==> config.mk <==
export PLATFORM = sky130hd
export DESIGN_NAME = gdf_coef_ram
export DESIGN_NICKNAME = d
export VERILOG_FILES = /design/src/gdf_pkg.sv /design/src/gdf_coef_ram.sv
export SDC_FILE = /design/constraint.sdc
export NUM_CORES = 1
export LEC_CHECK = 0
export ABC_AREA = 1
export BUFFER_PORTS_ARGS = -buffer_cell sky130_fd_sc_hd__buf_4
export CELL_PAD_IN_SITES_DETAIL_PLACEMENT = 1
export CELL_PAD_IN_SITES_GLOBAL_PLACEMENT = 2
export CORE_MARGIN = 2
export CORE_UTILIZATION = 40
export CTS_CLUSTER_SIZE = 14
export DETAILED_ROUTE_END_ITERATION = 16
export GPL_TIMING_DRIVEN = 0
export HOLD_SLACK_MARGIN = 0.06
export PLACE_DENSITY_LB_ADDON = 0.15
export SYNTH_ARGS = -nofsm -noshare
export SYNTH_HDL_FRONTEND = slang
export SYNTH_SLANG_ARGS = --single-unit
export TNS_END_PERCENT = 100
==> constraint.sdc <==
create_clock -name clk -period 6.5 [get_ports clk]
set_input_delay 0 -clock clk [delete_from_list [all_inputs] [get_ports clk]]
set_output_delay 0 -clock clk [all_outputs]
set_load 0.01 [all_outputs]
==> src/gdf_pkg.sv <==
// Shared constants, types and twiddle/rounding functions for the group delay block.
package gdf_pkg;

  localparam int MAX_FFT_SIZE = 64;
  localparam int ADDR_W = $clog2(MAX_FFT_SIZE);
  localparam int COEF_W = 16;
  localparam int XW = 23;
  localparam int UW = 29;
  localparam int ACC_W = 48;

  localparam logic CFG_FFT_LOG2 = 1'b0;
  localparam logic CFG_ARMA = 1'b1;

  localparam logic [2:0] LOG2_MIN = 3'd3;
  localparam logic [2:0] LOG2_MAX = 3'd6;

  localparam logic [15:0] QUARTER_COS [17] = '{
    16'd16384, 16'd16305, 16'd16069, 16'd15678, 16'd15137, 16'd14449, 16'd13623,
    16'd12665, 16'd11585, 16'd10394, 16'd9102, 16'd7723, 16'd6270, 16'd4756,
    16'd3196, 16'd1606, 16'd0
  };

  typedef struct packed {
    logic signed [XW-1:0] xr;
    logic signed [XW-1:0] xi;
    logic signed [UW-1:0] ur;
    logic signed [UW-1:0] ui;
  } spectrum_t;

  typedef struct packed {
    logic signed [15:0] delay;
    logic               zero;
  } result_t;

  // Q1.14 cosine of 2*pi*m/64 built from the quarter-wave table.
  function automatic logic signed [15:0] twiddle_cos(input logic [5:0] m);
    logic [6:0] mm;
    logic [15:0] q;
    mm = {1'b0, m};
    if (mm <= 7'd16) begin
      q = QUARTER_COS[mm[4:0]];
      return $signed(q);
    end else if (mm <= 7'd32) begin
      q = QUARTER_COS[5'(7'd32 - mm)];
      return -$signed(q);
    end else if (mm <= 7'd48) begin
      q = QUARTER_COS[5'(mm - 7'd32)];
      return -$signed(q);
    end else begin
      q = QUARTER_COS[5'(7'd64 - mm)];
      return $signed(q);
    end
  endfunction

  function automatic logic signed [15:0] twiddle_sin(input logic [5:0] m);
    return twiddle_cos(m + 6'd48);
  endfunction

  // Drop 14 fraction bits, rounding half away from zero.
  function automatic logic signed [ACC_W-1:0] round_q14(input logic signed [ACC_W-1:0] v);
    logic [ACC_W-1:0] mag;
    mag = v[ACC_W-1] ? ACC_W'(-v) : ACC_W'(v);
    mag = (mag + ACC_W'(8192)) >> 14;
    return v[ACC_W-1] ? -$signed(mag) : $signed(mag);
  endfunction

endpackage

==> src/gdf_coef_ram.sv <==
// Coefficient memory: one write port, one registered read port.
module gdf_coef_ram (
  input  logic                         clk,
  input  logic                         we,
  input  logic [gdf_pkg::ADDR_W-1:0]   waddr,
  input  logic signed [15:0]           wdata,
  input  logic [gdf_pkg::ADDR_W-1:0]   raddr,
  output logic signed [15:0]           rdata
);
  import gdf_pkg::*;

  logic signed [15:0] mem [MAX_FFT_SIZE];

  always_ff @(posedge clk) begin
    if (we) begin
      mem[waddr] <= wdata;
    end
    rdata <= mem[raddr];
  end

endmodule

==> impl_metrics.env, run 1 <==
export IMPL_r2r_start="mem[54][12]"
export IMPL_final_util_pct=47.0
export IMPL_period_needed_ns=2.56
export IMPL_synth_seq_cells=1040
export IMPL_yosysTopAreaCell="edfxtp_1"
export IMPL_p_leak_nw=17.9
export IMPL_slew_headroom_pct=7.64
export IMPL_power_total_mw=14.8
export IMPL_ys_warn_count=0
export IMPL_r2r_cells=8
export IMPL_grt_max_degree=65
export IMPL_multi_input_area_sq_um=9740
export IMPL_worst_slew_pin_slew_ns=1.39
export IMPL_finalWirelength_microns=157000
export IMPL_crit_path_max_fanout=9
export IMPL_required_ns=6.90
export IMPL_grt_pass1_vias=29800
export IMPL_critical_path_class="input pin to flip-flop"
export IMPL_final_setup_worst_slack_ns=3.94
export IMPL_internal_power_mw=11.3
export IMPL_track_usage_pct=29.0
export IMPL_drt_first_pass_iters=5
export IMPL_startpoint_type="input pin"
export IMPL_synthToLayoutAreaGrowth_pct=17.1
export IMPL_core_sq_um=105000
export IMPL_grt_pass1_wl_microns=219000
export IMPL_p_switching_mw=3.52
export IMPL_slowest_stage="nor4_2"
export IMPL_maxCapViolations=0
export IMPL_post_route_period_util_pct=39.4
export IMPL_dp_slack_ns=3.51
export IMPL_gp_congestion=0.932
export IMPL_syn_area_sq_um=42100
export IMPL_cpMostUsedCell="buf_4"
export IMPL_pwr_share_seq_pct=50.2
export IMPL_min_path_type="input pin to flip-flop"
export IMPL_rr_endpoint="rdata[12]"
export IMPL_die_height_microns=328
export IMPL_comb_power_share_pct=7.5
export IMPL_clk_pin_slew_ns=0.07
export IMPL_clk_latency_ns=0.70
export IMPL_start_util_pct=40.2
export IMPL_async_reset_ff_share_pct=0
export IMPL_hpwl_microns=107000
export IMPL_clk_path_buf_depth=3
export IMPL_syn_nets=3547
export IMPL_ys_types=16
export IMPL_pwr_share_clk_pct=42.4
export IMPL_synth_avg_cell_area_sq_um=12.0
export IMPL_yosys_area_top_type_share_pct=73.0
export IMPL_cpPeakStageDelay_ns=1.04
export IMPL_vias=29500
export IMPL_crit_start="waddr[2]"
export IMPL_endpoint_kind="flip-flop"
export IMPL_clockRootBuffer="clkbuf_16"
export IMPL_initialDrtViolationCount=3472
export IMPL_cts_sinks=1040
export IMPL_setup_viol=0
export IMPL_rsz0062_at_grt="no"
export IMPL_synth_edf_count=1024
export IMPL_yosysMostFrequentCell="nand2_1"
export IMPL_numPortBuffers=37
export IMPL_synth_common_cells="1296 x nand2_1, 1024 x edfxtp_1, 871 x nand3_1, 113 x buf_2, 56 x nor2_1"
export IMPL_register_area_sq_um=31100
export IMPL_ys_seq_area_share_pct=73.8
export IMPL_post_dp_cell_area_sq_um=45500
export IMPL_die_width_microns=328
export IMPL_powerDensity_nw_per_um2=301
export IMPL_rows=119
export IMPL_path_cells="dlygate4sd3_1 > clkbuf_1 > inv_1 > nor4_2 > buf_4 > buf_4"
export IMPL_ant_nets=0
export IMPL_cts_tree="done"
export IMPL_post_cts_buffers=0
export IMPL_cts_buffers=111
export IMPL_synthTopCellsByArea="edfxtp_1 73%, nand2_1 12%, nand3_1 10%"
export IMPL_synth_ff_type="edfxtp_1"
export IMPL_tns_ns=0
export IMPL_final_area_sq_um=49300
export IMPL_outcome="finished, final reports clean"
export IMPL_fp_dieArea_sq_um=108000
export IMPL_fmax_mhz=391
export IMPL_swShare_pct=23.7
export IMPL_htree_levels=3
export IMPL_ir_worst_vdd_v=0.000218
export IMPL_antenna_found_initial=14
export IMPL_fin_skew_ns=0.0217
export IMPL_grt_remaining_overflow=0
export IMPL_layout_drive_gt1_share_pct=13.5
export IMPL_cp_endpoint="mem[53][5]"
export IMPL_hold_viol_final=0
export IMPL_drv_slew=0
export IMPL_syn_instance_count=3517
export IMPL_wire_per_inst_microns=29.8
export IMPL_io_pins=46
export IMPL_num_fill_cells=11000
export IMPL_r2r_slack_ns=4.77
export IMPL_critical_path_arrival_ns=2.96
export IMPL_vias_per_cell=5.62
export IMPL_drc=0
export IMPL_nNetsFinal=3795
[worst min-delay path by stage]
stage               cells past startpoint          to  slack, ns  startpoint
CTS                                     3  mem[14][0]       0.10    waddr[3]
floorplan                               0   mem[0][0]        0.1    wdata[0]
detailed placement                      1   rdata[10]       0.40   rdata[10]
global route                            3  mem[14][0]       0.16    waddr[3]
finish                                  3  mem[14][0]       0.14    waddr[3]
global placement                        1    rdata[4]       0.39    rdata[4]
[worst max-delay path: cells and delay by family]
family	cells	cell delay (ns)
and+or+nand+nor	1	1.04
buffers and inverters	5	1.91
[timing repair]
action,in CTS,in global routing
hold endpoints to repair,894,0
hold buffers,22,0
resized for setup,0,0
[per-layer routing]
layer | global-route usage [%] | up-vias | wire length (microns)
li1 | - | 12900 | -
met1 | 40.9 | 15300 | 67600
met2 | 46.6 | 1108 | 73200
met3 | 4.93 | 194 | 12000
met4 | 8.05 | 6 | 3970
met5 | 0 | - | 45
[logic make-up (layout without fill, tap and decap cells)]
| group | after synthesis | after routing | synth area share (%) |
|---|---|---|---|
| other cells | 0 | 3 | 0 |
| simple gates | 2240 | 2240 | 22.7 |
| flops | 1040 | 1040 | 73.8 |
| buf+inv | 237 | 578 | 3.54 |
[power by group through the flow]
stage	clock network (mW)	logic [mW]	registers, mW
3_3_place_gp	0	1.04	7.58
4_1_cts	6.37	1.09	7.44
2_1_floorplan	0	0.497	7.58
5_1_grt	6.63	1.17	7.44
3_5_place_dp	0	1.08	7.58
6_report	6.29	1.11	7.44
[state kept, by name, summed over array words and instances, names as in the netlist]
register  flops
mem        1024
rdata        16
[area by class of cell]
type / instances / share of cell area, %
clock buffer: 143 / 6.07
timing repair buffer: 135 / 3.43
inverter: 12 / 0.107
sequential: 1040 / 63.0
multi-input combinational: 2240 / 19.8
buffer: 225 / 2.91
antenna: 3 / 0.0152
tap: 1391 / 3.53
clock inverter: 63 / 1.16
[stage by stage]
step	hold WS, ns	cells
global placement	0.395	4945
finish	0.141	5252
global route	0.160	5250
floorplan	0.0989	3517
CTS	0.102	5249
detailed placement	0.396	5021
[placed cells by master (no fill, tap or decap)]
cell,n
diode_2,3
inv_2,2
bufinv_16,10
inv_8,1
clkbuf_8,3
buf_4,78
inv_1,9
clkbuf_1,52
nand3_1,871
clkinvlp_4,3
buf_2,113
dfxtp_1,16
dlygate4sd3_1,22
inv_6,3
clkinv_2,22
edfxtp_1,1024
nor2_2,54
clkinv_8,1
nor4_2,8
buf_8,35
nand4_1,9
nor2_4,2
nand2_1,1296
clkinv_4,1
clkinv_1,23
clkbuf_16,114
buf_6,51
buf_1,17
buf_16,18
(Power assumes the default switching activity.)
==> run 2, diff against run 1 <==
--- a/config.mk
+++ b/config.mk
@@ -5,7 +5,7 @@
 export SDC_FILE = /design/constraint.sdc
 export NUM_CORES = 1
 export LEC_CHECK = 0
-export ABC_AREA = 1
+export ABC_AREA = 0
 export BUFFER_PORTS_ARGS = -buffer_cell sky130_fd_sc_hd__buf_4
 export CELL_PAD_IN_SITES_DETAIL_PLACEMENT = 1
 export CELL_PAD_IN_SITES_GLOBAL_PLACEMENT = 2
==> constraint.sdc (replaced) <==
create_clock -name clk -period 2.7 [get_ports clk]
set_input_delay 0 -clock clk [delete_from_list [all_inputs] [get_ports clk]]
set_output_delay 0 -clock clk [all_outputs]
set_load 0.01 [all_outputs]
==> run 2 against run 1 <==
  * Flip-flop and latch count did not move
  * Combinational power increased by 75%
  * Register-to-register slack worse by 4.7 ns
  * Core utilization about the same
  * Die area shrank 4.8%
  * Via count shrank 34%
  * Critical path type is now flip-flop to flip-flop
  * Largest cell class unchanged
  * Highest routed layer unchanged
==> impl_metrics.env, run 2 <==
export IMPL_cts_buffers=108
export IMPL_p_leak_nw=14.8
export IMPL_io_pins=46
export IMPL_worst_slew_pin_slew_ns=1.12
export IMPL_post_route_period_util_pct=96.1
export IMPL_yosysMostFrequentCell="edfxtp_1"
export IMPL_vias_per_cell=5.68
export IMPL_synth_avg_cell_area_sq_um=21.9
export IMPL_post_dp_cell_area_sq_um=43200
export IMPL_p_switching_mw=7.45
export IMPL_dr_wl_met2_microns=54100
export IMPL_clk_path_buf_depth=3
export IMPL_power_total_mw=34.5
export IMPL_num_fill_cells=8956
export IMPL_hold_buffers=19
export IMPL_internal_power_mw=27.1
export IMPL_layout_common_cells="1024 x edfxtp_1, 220 x mux4_2, 111 x clkbuf_16"
export IMPL_hold_ws_ns=0.106
export IMPL_final_area_sq_um=46900
export IMPL_hold_viol_final=0
export IMPL_finalWirelength_microns=115000
export IMPL_post_cts_buffers=0
export IMPL_synthTopCellsByArea="edfxtp_1 77%, mux4_2 12%, mux2i_1 2.1%"
export IMPL_start_util_pct=40.2
export IMPL_synthToLayoutAreaGrowth_pct=17.1
export IMPL_wire_per_inst_microns=33.2
export IMPL_numPortBuffers=38
export IMPL_ys_seq_area_share_pct=77.6
export IMPL_required_ns=3.19
export IMPL_min_path_type="input pin to flip-flop"
export IMPL_comb_power_share_pct=5.6
export IMPL_critical_path_class="flip-flop to flip-flop"
export IMPL_top_layer_used="met5"
export IMPL_period_needed_ns=2.59
export IMPL_clk_latency_ns=0.68
export IMPL_syn_nets=1859
export IMPL_r2r_cells=5
export IMPL_core_sq_um=99700
export IMPL_grt_pass1_wl_microns=162000
export IMPL_instances_no_fill=3450
export IMPL_powerDensity_nw_per_um2=736
export IMPL_grt_remaining_overflow=0
export IMPL_nNetsFinal=2088
export IMPL_initialDrtViolationCount=1813
export IMPL_ant_nets=0
export IMPL_yosysTopAreaCell="edfxtp_1"
export IMPL_die_height_microns=320
export IMPL_antenna_found_initial=11
export IMPL_grt_max_degree=65
export IMPL_vias=19600
export IMPL_dp_slack_ns=-0.505
export IMPL_slew_headroom_pct=25.4
export IMPL_gp_congestion=0.822
export IMPL_drc=0
export IMPL_final_setup_worst_slack_ns=0.106
export IMPL_htree_levels=3
export IMPL_final_common_cell="edfxtp_1"
export IMPL_startpoint_type="flip-flop"
export IMPL_fmax_mhz=385
export IMPL_ys_types=43
export IMPL_pwr_share_seq_pct=51.9
export IMPL_endpoint_kind="flip-flop"
export IMPL_tns_ns=0
export IMPL_setup_viol=0
export IMPL_synth_edf_count=1024
export IMPL_cts_sinks=1040
export IMPL_async_reset_ff_share_pct=0
export IMPL_fin_skew_ns=0.0199
export IMPL_grt_pass1_vias=20700
export IMPL_final_util_pct=47.0
export IMPL_syn_area_sq_um=40000
export IMPL_syn_instance_count=1829
export IMPL_drt_first_pass_iters=5
export IMPL_largest_register="mem"
export IMPL_ys_warn_count=0
export IMPL_outcome="finished, final reports clean"
export IMPL_wirelength_met1_microns=48700
export IMPL_ir_worst_vdd_v=0.000551
export IMPL_route_met3_wl_microns=7680
export IMPL_swShare_pct=21.6
export IMPL_maxCapViolations=0
export IMPL_die_width_microns=320
export IMPL_largest_reg_flops=1024
export IMPL_dp_cells=3227
export IMPL_cts_resized=0
export IMPL_yosys_area_top_type_share_pct=76.8
export IMPL_synth_common_cells="1024 x edfxtp_1, 220 x mux4_2, 85 x mux2i_1, 72 x nor2_1, 59 x nand2_1"
export IMPL_hpwl_microns=74900
export IMPL_layout_drive_gt1_share_pct=30.2
export IMPL_track_usage_pct=22.8
export IMPL_rsz0062_at_grt="no"
export IMPL_fp_dieArea_sq_um=103000
export IMPL_crit_path_max_fanout=1
export IMPL_synth_ff_type="edfxtp_1"
export IMPL_drv_slew=0
export IMPL_hold_path_depth=3
export IMPL_cts_tree="done"
export IMPL_clockRootBuffer="clkbuf_16"
export IMPL_clk_pin_slew_ns=0.06
export IMPL_synth_seq_cells=1040
export IMPL_critical_path_arrival_ns=3.09
export IMPL_pwr_share_clk_pct=42.5
export IMPL_reg_largest_list="mem x1024, rdata x16"
export IMPL_rows=116
==> run 2: cell types whose count changed after synthesis, sizes merged, moves of 30 or more <==
| cell | delta |
|---|---|
| nand3 | -847 |
| nor2b | +30 |
| buf | -122 |
| mux4 | +224 |
| mux2i | +85 |
| nand2 | -1236 |
| a22oi | +39 |
==> run 2: layout make-up <==
cell class                      instances  area, sq um  area share, %
Antenna cell                            3         7.51         0.0160
Buffer                                104          733           1.56
Clock buffer                          140         2910           6.20
Clock inverter                         61          554           1.18
Multi-Input combinational cell        685         8400           17.9
Sequential cell                      1040        31100           66.3
Tap cell                             1298         1620           3.46
Timing Repair Buffer                  119         1580           3.37
==> run 2: critical path, stage by stage (launching register included) <==
cell,delay [ns]
edfxtp_1,0.36
mux4_2,0.48
mux2i_1,0.54
a22oi_1,0.19
a31oi_1,0.64
a311oi_1,0.20
==> run 2: logic make-up after synthesis <==
logic type,synth area share [%]
multiplexers,15.5
buffers and inverters,1.83
flip-flops,77.6
AND/OR/NAND/NOR,2.65
AO/OA/AOI/OAI,2.41
==> run 2: final timing paths <==
check / start / end / slack (ns)
max: mem[23][15] / rdata[15] / 0.11
min: waddr[1] / mem[50][5] / 0.11
max reg2reg: mem[23][15] / rdata[15] / 0.11
min reg2reg: mem[33][9] / rdata[9] / 0.93
==> run 2: power groups by stage <==
stage / registers [mW] / logic, mW / clock network (mW)
6_report: 17.9 / 1.94 / 14.7
3_3_place_gp: 18.2 / 1.87 / 0
3_5_place_dp: 18.3 / 1.94 / 0
5_1_grt: 17.9 / 2.05 / 15.5
2_1_floorplan: 18.3 / 0.925 / 0
4_1_cts: 17.9 / 1.97 / 15.0
==> run 2: per-layer routing <==
layer | vias to the layer above | track usage, %
met3 | 182 | 5.18
met2 | 640 | 35.8
met5 | - | 0
li1 | 8156 | -
met4 | 4 | 7.79
met1 | 10600 | 31.4
==> run 3, diff against run 2 <==
--- a/config.mk
+++ b/config.mk
@@ -9,13 +9,12 @@
 export BUFFER_PORTS_ARGS = -buffer_cell sky130_fd_sc_hd__buf_4
 export CELL_PAD_IN_SITES_DETAIL_PLACEMENT = 1
 export CELL_PAD_IN_SITES_GLOBAL_PLACEMENT = 2
-export CORE_MARGIN = 2
 export CORE_UTILIZATION = 40
 export CTS_CLUSTER_SIZE = 14
 export DETAILED_ROUTE_END_ITERATION = 16
 export GPL_TIMING_DRIVEN = 0
 export HOLD_SLACK_MARGIN = 0.06
-export PLACE_DENSITY_LB_ADDON = 0.15
+export PLACE_DENSITY_LB_ADDON = 0.1
 export SYNTH_ARGS = -nofsm -noshare
 export SYNTH_HDL_FRONTEND = slang
 export SYNTH_SLANG_ARGS = --single-unit
==> constraint.sdc (replaced) <==
create_clock -name clk -period 2.9 [get_ports clk]
set_input_delay 0 -clock clk [delete_from_list [all_inputs] [get_ports clk]]
set_output_delay 0 -clock clk [all_outputs]
set_load 0.01 [all_outputs]
==> run 3 against run 2 <==
  * Flip-flop and latch count is the same
  * Cell count hardly changed
  * Register-to-register slack gained 0.10 ns
  * Global-route usage increased by 0.23 points
  * Hold slack got worse by 0.0054 ns
  * Sequential power shrank 7%
  * Critical path depth unchanged
  * Combinational power shrank 7%
  * Design area is 0.33% higher
  * Routed wire length increased by 0.37%
  * First-iteration DRC count increased by 0.17%
  * Critical path type is now input pin to flip-flop
  * Critical endpoint is now mem[39][13]
  * Highest routed layer unchanged
==> impl_metrics.env, run 3 (same netlist as run 2, synthesis figures left out) <==
export IMPL_fin_skew_ns=0.0269
export IMPL_internal_power_mw=25.2
export IMPL_endpoint_kind="flip-flop"
export IMPL_drt_first_pass_iters=7
export IMPL_final_util_pct=47.6
export IMPL_required_ns=3.29
export IMPL_hold_start="raddr[5]"
export IMPL_min_path_type="input pin to flip-flop"
export IMPL_p_leak_nw=14.9
export IMPL_pwr_share_seq_pct=51.6
export IMPL_vias=19700
export IMPL_clk_latency_ns=0.71
export IMPL_start_util_pct=40.6
export IMPL_r2r_cells=5
export IMPL_r2r_slack_ns=0.21
export IMPL_wire_per_inst_microns=33.4
export IMPL_numPortBuffers=38
export IMPL_powerDensity_nw_per_um2=688
export IMPL_initialDrtViolationCount=1816
export IMPL_core_sq_um=98700
export IMPL_cts_sinks=1040
export IMPL_layout_drive_gt1_share_pct=30.4
export IMPL_whs_endpoint="rdata[10]"
export IMPL_antenna_found_initial=7
export IMPL_synthToLayoutAreaGrowth_pct=17.5
export IMPL_startpoint_type="input pin"
export IMPL_rr_endpoint="rdata[15]"
export IMPL_io_pins=46
export IMPL_post_route_period_util_pct=95.0
export IMPL_setup_viol=0
export IMPL_layout_common_cells="1024 x edfxtp_1, 220 x mux4_2, 112 x clkbuf_16"
export IMPL_track_usage_pct=23.0
export IMPL_grt_pass1_vias=20700
export IMPL_vias_per_cell=5.71
export IMPL_clk_pin_slew_ns=0.05
export IMPL_largest_reg_flops=1024
export IMPL_hold_viol_final=0
export IMPL_p_switching_mw=7.11
export IMPL_grt_pass1_wl_microns=161000
export IMPL_die_height_microns=318
export IMPL_grt_remaining_overflow=0
export IMPL_rsz0062_at_grt="no"
export IMPL_hpwl_microns=76500
export IMPL_dp_cells=3218
export IMPL_r2r_start="mem[23][15]"
export IMPL_outcome="finished, final reports clean"
export IMPL_maxCapViolations=0
export IMPL_largest_register="mem"
export IMPL_cts_tree="done"
export IMPL_post_cts_buffers=0
export IMPL_finalWirelength_microns=115000
export IMPL_instances_no_fill=3447
export IMPL_htree_levels=3
export IMPL_swShare_pct=22.0
export IMPL_cts_resized=0
export IMPL_fmax_mhz=363
export IMPL_ir_worst_vdd_v=0.000486
export IMPL_gp_congestion=0.801
export IMPL_reg_largest_list="mem x1024, rdata x16"
export IMPL_period_needed_ns=2.75
export IMPL_pwr_share_clk_pct=42.8
export IMPL_clockRootBuffer="clkbuf_16"
export IMPL_drv_slew=0
export IMPL_cts_buffers=111
export IMPL_worst_slew_pin_slew_ns=1.05
export IMPL_critical_path_class="input pin to flip-flop"
export IMPL_clk_path_buf_depth=3
export IMPL_nNetsFinal=2094
export IMPL_die_width_microns=318
export IMPL_ant_nets=0
export IMPL_final_common_cell="edfxtp_1"
export IMPL_grt_max_degree=65
export IMPL_hold_path_depth=5
export IMPL_fp_dieArea_sq_um=101000
export IMPL_crit_path_max_fanout=10
export IMPL_slew_headroom_pct=29.9
export IMPL_rows=115
export IMPL_critical_path_arrival_ns=3.14
export IMPL_drc=0
export IMPL_power_total_mw=32.3
export IMPL_comb_power_share_pct=5.6
[run 3: cell count changes in the layout (fill, tap and decap cells not counted), sizes merged]
| cell | delta |
|---|---|
| buf | +2 |
| clkinvlp | -1 |
| bufinv | -1 |
| dlygate4sd3 | +1 |
| inv | +3 |
| clkinv | +5 |
| clkbuf | -1 |
[run 3: layer usage]
layer	GRT usage (%)	up-vias	routed length, microns	part of all wire (%)
li1	-	8193	-	-
met1	32.1	10800	49500	43
met2	35.7	562	53800	47
met3	4.80	168	7490	6.5
met4	8.70	6	4130	3.6
met5	0	-	28	0.024
[run 3: power groups by stage]
stage,sequential [mW],clock (mW),combinational [mW]
CTS,16.7,14.2,1.84
global route,16.7,14.7,1.91
floorplan,17.0,0,0.861
global placement,17.0,0,1.75
detailed placement,17.0,0,1.82
finish,16.7,13.9,1.81
[run 3: timing repair]
action	4_1_cts	5_1_grt
endpoints found under the setup margin	0	0
hold endpoints to repair	1048	0
hold buffers	20	0
[run 3: how the worst max path moves through the flow]
stage / slack [ns] / depth (start not counted) / end / start
3_5_place_dp: -0.22 / 7 / rdata[15] / raddr[2]
6_report: 0.15 / 5 / mem[39][13] / waddr[1]
4_1_cts: 0.29 / 5 / mem[39][13] / waddr[1]
2_1_floorplan: 0.87 / 4 / mem[48][0] / waddr[3]
5_1_grt: 0.18 / 5 / mem[39][13] / waddr[1]
3_3_place_gp: -0.66 / 4 / mem[37][11] / waddr[2]
[run 3: area by class of cell]
class	count	area, sq um
Antenna cell	3	7.51
Clock inverter	67	614
Timing Repair Buffer	122	1660
Clock buffer	139	2930
Tap cell	1287	1610
Multi-Input combinational cell	685	8400
Buffer	104	733
Sequential cell	1040	31100
Fill cell	8838	51700
[run 3: per-stage QoR]
stage | setup TNS [ns] | setup WS (ns) | instance area, sq um | hold WS [ns]
2_1_floorplan | 0 | 0.865 | 40000 | 0.0989
3_3_place_gp | -179.01 | -0.659 | 41900 | 0.395
3_5_place_dp | -1.51 | -0.218 | 43300 | 0.396
4_1_cts | 0 | 0.286 | 47000 | 0.0722
5_1_grt | 0 | 0.175 | 47000 | 0.104
6_report | 0 | 0.146 | 47000 | 0.101
[run 3: critical path, stage by stage]
cell           delay [ns]
dlygate4sd3_1        0.52
clkbuf_1             0.46
nand4_1              0.95
nor2_2               0.93
buf_8                0.25
